--- src/design/glcd_ram.sv ---
module glcd_ram #(
  parameter int WIDTH = 8,
  parameter int DEPTH = 512
) (
  input  logic                     clk,
  input  logic                     we,
  input  logic                     re,
  input  logic [$clog2(DEPTH)-1:0] addr,
  input  logic [WIDTH-1:0]         wdata,
  output logic [WIDTH-1:0]         rdata
);

  logic [WIDTH-1:0] mem [DEPTH];

  // single port, registered read that holds until the next read
  always_ff @(posedge clk) begin
    if (we) begin
      mem[addr] <= wdata;
    end
    if (re) begin
      rdata <= mem[addr];
    end
  end

endmodule
--- config.mk ---
export PLATFORM = sky130hd
export DESIGN_NAME = glcd_ram
export DESIGN_NICKNAME = d
export VERILOG_FILES = /design/src/design/glcd_ram.sv
export SDC_FILE = /design/constraint.sdc
export NUM_CORES = 2
export LEC_CHECK = 0
export BUFFER_PORTS_ARGS = -buffer_cell sky130_fd_sc_hd__buf_2
export CORE_ASPECT_RATIO = 0.9
export CORE_UTILIZATION = 65
export CTS_CLUSTER_DIAMETER = 50
export DETAILED_ROUTE_END_ITERATION = 6
export GPL_ROUTABILITY_DRIVEN = 0
export PLACE_DENSITY_LB_ADDON = 0.25
export SLEW_MARGIN = 20
export SYNTH_ARGS = -nofsm -noshare
export SYNTH_HDL_FRONTEND = slang
export SYNTH_SLANG_ARGS = --single-unit
--- constraint.sdc ---
create_clock -name clk -period 4 [get_ports clk]
set_input_delay 0.4 -clock clk [delete_from_list [all_inputs] [get_ports clk]]
set_output_delay 0.4 -clock clk [all_outputs]
set_load 0.02 [all_outputs]
# --- Word level (Yosys, flattened, before mapping) ---
# Memories as Yosys holds them, arrays and structs flattened. A register that Yosys moved wholly into a read port is not among the register bits.
# Index checks and enable logic that the tools add are counted.
classes:
  mux: 2
op_table:
  columns: ["op", "count"]
  rows:
  - ["2-to-1 mux 1 bit", 2]
totals:
  out_inout_bits: 8
  wordCells: 3
  memories: 1
  mem_bits_rw: 4096
  ff_bits: 0
mem_list:
  columns: ["name", "depth", "width", "rd", "rd_clocked_by_memory_dff", "write_ports", "line_no", "text"]
  rows:
  - ["mem", 512, 8, 1, 1, 1, "13", "logic [WIDTH-1:0] mem [DEPTH];"]

# --- Longest topological paths before layout ---
depth:
  ltp_word: 2
  mapped_depth: 13

# --- Worst setup path after synthesis ---
# No wires, ideal clock.
synth_timing:
  path_kind: "in2reg"
  startpoint: "in addr[0]"
  endpoint: "mem mem[463][0] (enable)"
  cell_stages: 10
  setup_time_ps: 370
  t_arrival_ps: 2478
  path_buffers: 8
  slack_ps: 1151
  t_required_ps: 3630
  path_cell_list: "buf_6 -> buf_12 -> buf_6 -> buf_6 -> buf_4 -> buf_2 -> buf_2 -> nand4_1 -> clkbuf_1 -> nor2_1"
synth_rtl:
  columns: ["element", "line_no", "text"]
  rows:
  - ["start: declaration", "8", "input logic [$clog2(DEPTH)-1:0] addr,"]
  - ["end: declaration", "13", null]
# No word-level cell before the write port.

==> impl_metrics.py <==
metrics = {
    "run_status": {
        "outcome": "finished with violations",
        "violations": "design-rule violations",
    },
    "placed_design": {
        "dpl.hpwl_microns": 267600,
        "io_buffers": 27,
    },
    "floorplan": {
        "core-area_sq_mm": 0.2418,
        "rows": 171,
        "start_util_pct": 65.53,
        "die_area_sq_mm": 0.2457,
        "die_h_microns": 470.4,
        "ioPinCount": 28,
        "die_x_microns": 522.4,
    },
    "sta": {
        "finalCritPeriodShare_pct": 97.08,
        "whs_ps": 27.39,
        "slew_headroom_pct": 2.685,
        "setup-violations-final": 0,
        "rsz0062_at_grt": "false",
        "tightest_slew_ps": 1451,
        "max_freq_ghz": 0.2575,
        "final_hold_viol_count": 0,
        "slew_violations": 0,
        "finalClockSkew_ps": 45.28,
        "min_period_ps": 3883,
    },
    "clock_network": {
        "cts_buffer_depth": 4,
        "clkSinkCount": 4104,
        "cts_root_buf": "clkbuf_16",
        "path_clk_slew_ps": 60,
        "cts.htree.levels": 5,
        "cts_tree": "yes",
        "clkLatencyLatePin_ps": 920,
        "numCtsBuffers": 398,
    },
    "worst_setup_path": {
        "worstPathArrival_ps": 4520,
        "startpoint_type": "input port",
        "worstPathRequired_ps": 4640,
        "cp_max_fo": 37,
        "critical_path_class": "input port to flop",
        "rrSetupSlack_ps": 190,
        "worstSetupEndpointType": "flop",
    },
    "power": {
        "power.share.clock_pct": 41.8,
        "pwr_density_cell_mw_per_mm2": 494.4,
        "p_comb_share_pct": 4.8,
        "p_leak_nw": 57.34,
        "power.switching_w": 0.01884,
        "worst_ir_drop_vdd_mv": 0.3916,
        "sw_frac_of_total_pct": 21.21,
        "pwr-share-seq_pct": 53.4,
        "p_int_w": 0.06998,
    },
    "finish": {
        "multiInputGateArea_sq_mm": 0.03300,
        "final_nets": 8206,
        "seq_area_sq_mm": 0.1232,
        "nFillCells": 12599,
        "drive_gt1_share_pct": 25.15,
        "fin_util_pct": 74.30,
        "area_growth_pct": 13.38,
    },
    "drt": {
        "drt_iter0_markers": 15267,
        "dr_total_vias": 85471,
        "via_per_inst": 7.288,
        "routed_wirelength_microns": 438400,
        "ant_nets": 0,
        "dr.pass1.iters": 7,
        "wl_per_cell_microns": 37.38,
        "drc": 147,
    },
    "grt": {
        "antenna_found_initial": 28,
        "grt_pass1_vias": 83908,
        "grt_overflow": 0,
        "grt_max_degree": 197,
        "grt_pass1_wl_microns": 620100,
        "grt_usage_pct": 36.09,
    },
    "logic_synthesis": {
        "synth_edf_count": 4104,
        "async_flop_share_pct": 0,
        "ys.flop_type": "edfxtp_1",
        "synth_top_area_share_pct": 77.78,
        "ys_ff_latch": 4104,
        "syn_nets": 7595,
        "synth.area.top_cells": "edfxtp_1 78%, mux4_2 12%, mux2i_1 2.7%",
        "syn_area_sq_mm": 0.1584,
        "synth_most_common_cell": "edfxtp_1",
        "netlist_instances": 7575,
        "yosys.area.top_type": "edfxtp_1",
        "synth.avg_cell_area_sq_um": 20.92,
        "ys_seq_area_share_pct": 77.78,
        "yosys_warnings": 0,
        "ys_top_cells_by_count": "4104 x edfxtp_1, 816 x mux4_2, 548 x nor2_1",
        "ys_types": 66,
    },
    "worst_hold_path": {
        "hold_path_class": "input port to flop",
    },
    "flow_run": {
        "maxCapViolations": 0,
    },
}
==> logic make-up after synthesis <==
kind of cell,count (synthesis),share of synthesized area (%)
compound gates,758,3.424
buf+inv,487,1.590
flops,4104,77.78
mux,1268,14.47
simple gates,958,2.735
==> power by group through the flow <==
stage | registers, W | logic (W) | clock network, W
2_1_floorplan | 0.0483 | 0.00197 | 0
3_3_place_gp | 0.0483 | 0.00400 | 0
3_5_place_dp | 0.0483 | 0.00409 | 0
4_1_cts | 0.0474 | 0.00414 | 0.0372
5_1_grt | 0.0474 | 0.00432 | 0.0388
6_report | 0.0474 | 0.00425 | 0.0372
==> state kept, by name, indices dropped and copies added (netlist names) <==
| register | count |
|---|---|
| mem | 4096 |
| rdata | 8 |
==> stage by stage <==
stage	total power (W)	TNS, ps	worst slack (ps)	std cells	area [sq um]
6_report	0.08882	0	116.8	11728	179600
4_1_cts	0.08874	0	74.95	11706	179600
5_1_grt	0.09050	0	167.4	11708	179600
3_5_place_dp	0.05241	-3236	-648.2	10982	166800
3_3_place_gp	0.05231	-3733	-1095	10982	166800
2_1_floorplan	0.05029	0	1151	7575	158400
==> layer usage <==
metal | part of all wire [%] | GRT usage [%] | up-vias
li1 | - | - | 33040
met1 | 34 | 51.21 | 43733
met2 | 45 | 52.37 | 7379
met3 | 16 | 11.70 | 1295
met4 | 5.2 | 15.09 | 24
met5 | 0.091 | 0.6071 | -
==> cells in the final DEF (no fill, tap or decap), types with 8 or more instances in the layout <==
cell / n
mux2i_1: 433
mux4_2: 816
clkinv_1: 97
nand3_4: 8
and3_1: 24
buf_12: 106
clkinv_2: 72
buf_8: 9
mux2_2: 18
clkbuf_1: 67
bufinv_16: 43
a211oi_1: 36
nor3_1: 19
a32oi_1: 26
a221oi_1: 91
nor2b_1: 19
or4_1: 8
edfxtp_1: 4104
o211ai_1: 14
nand4_1: 47
buf_4: 560
a22o_1: 47
clkinvlp_4: 10
nor2_1: 541
nand2_1: 124
nor4_1: 36
and2_1: 16
clkbuf_16: 401
o21ai_0: 45
o221ai_1: 12
a21oi_1: 77
a22oi_1: 180
inv_6: 11
clkinv_8: 8
o22ai_1: 118
diode_2: 22
nand3_1: 39
a31oi_1: 72
buf_2: 15
==> critical path, stage by stage <==
cell and delay (ps):
buf_12 330, buf_12 250, buf_4 180, buf_12 230
mux4_2 550, mux2i_2 540, buf_4 220, o22ai_1 90
or3_1 410, nor4_2 850, buf_4 270, nand4_1 100
==> path summary, 6_finish.rpt <==
kind                                   from          end  cells after the start
worst max register to register   mem[10][3]     rdata[3]                      8
worst max-delay path                addr[0]     rdata[4]                     12
worst min-delay path               wdata[6]  mem[326][6]                      1
worst min register to register  mem[341][7]     rdata[7]                      6
==> cell type report <==
cell class	instances	area share (%)
multi-input combinational	2984	18.37
clock buffer	468	5.726
sequential	4104	68.60
timing repair buffer	694	3.661
antenna	22	0.03065
tap	3200	2.229
inverter	4	0.01114
clock inverter	252	1.371
==> timing repair <==
item,in CTS,in global routing
hold endpoints to repair,70,0
hold buffers,4,0
buffers inserted,0,0
endpoints found under the setup margin,0,1
gates resized for setup,0,1
Note: power is estimated with default switching activity, not from simulation.
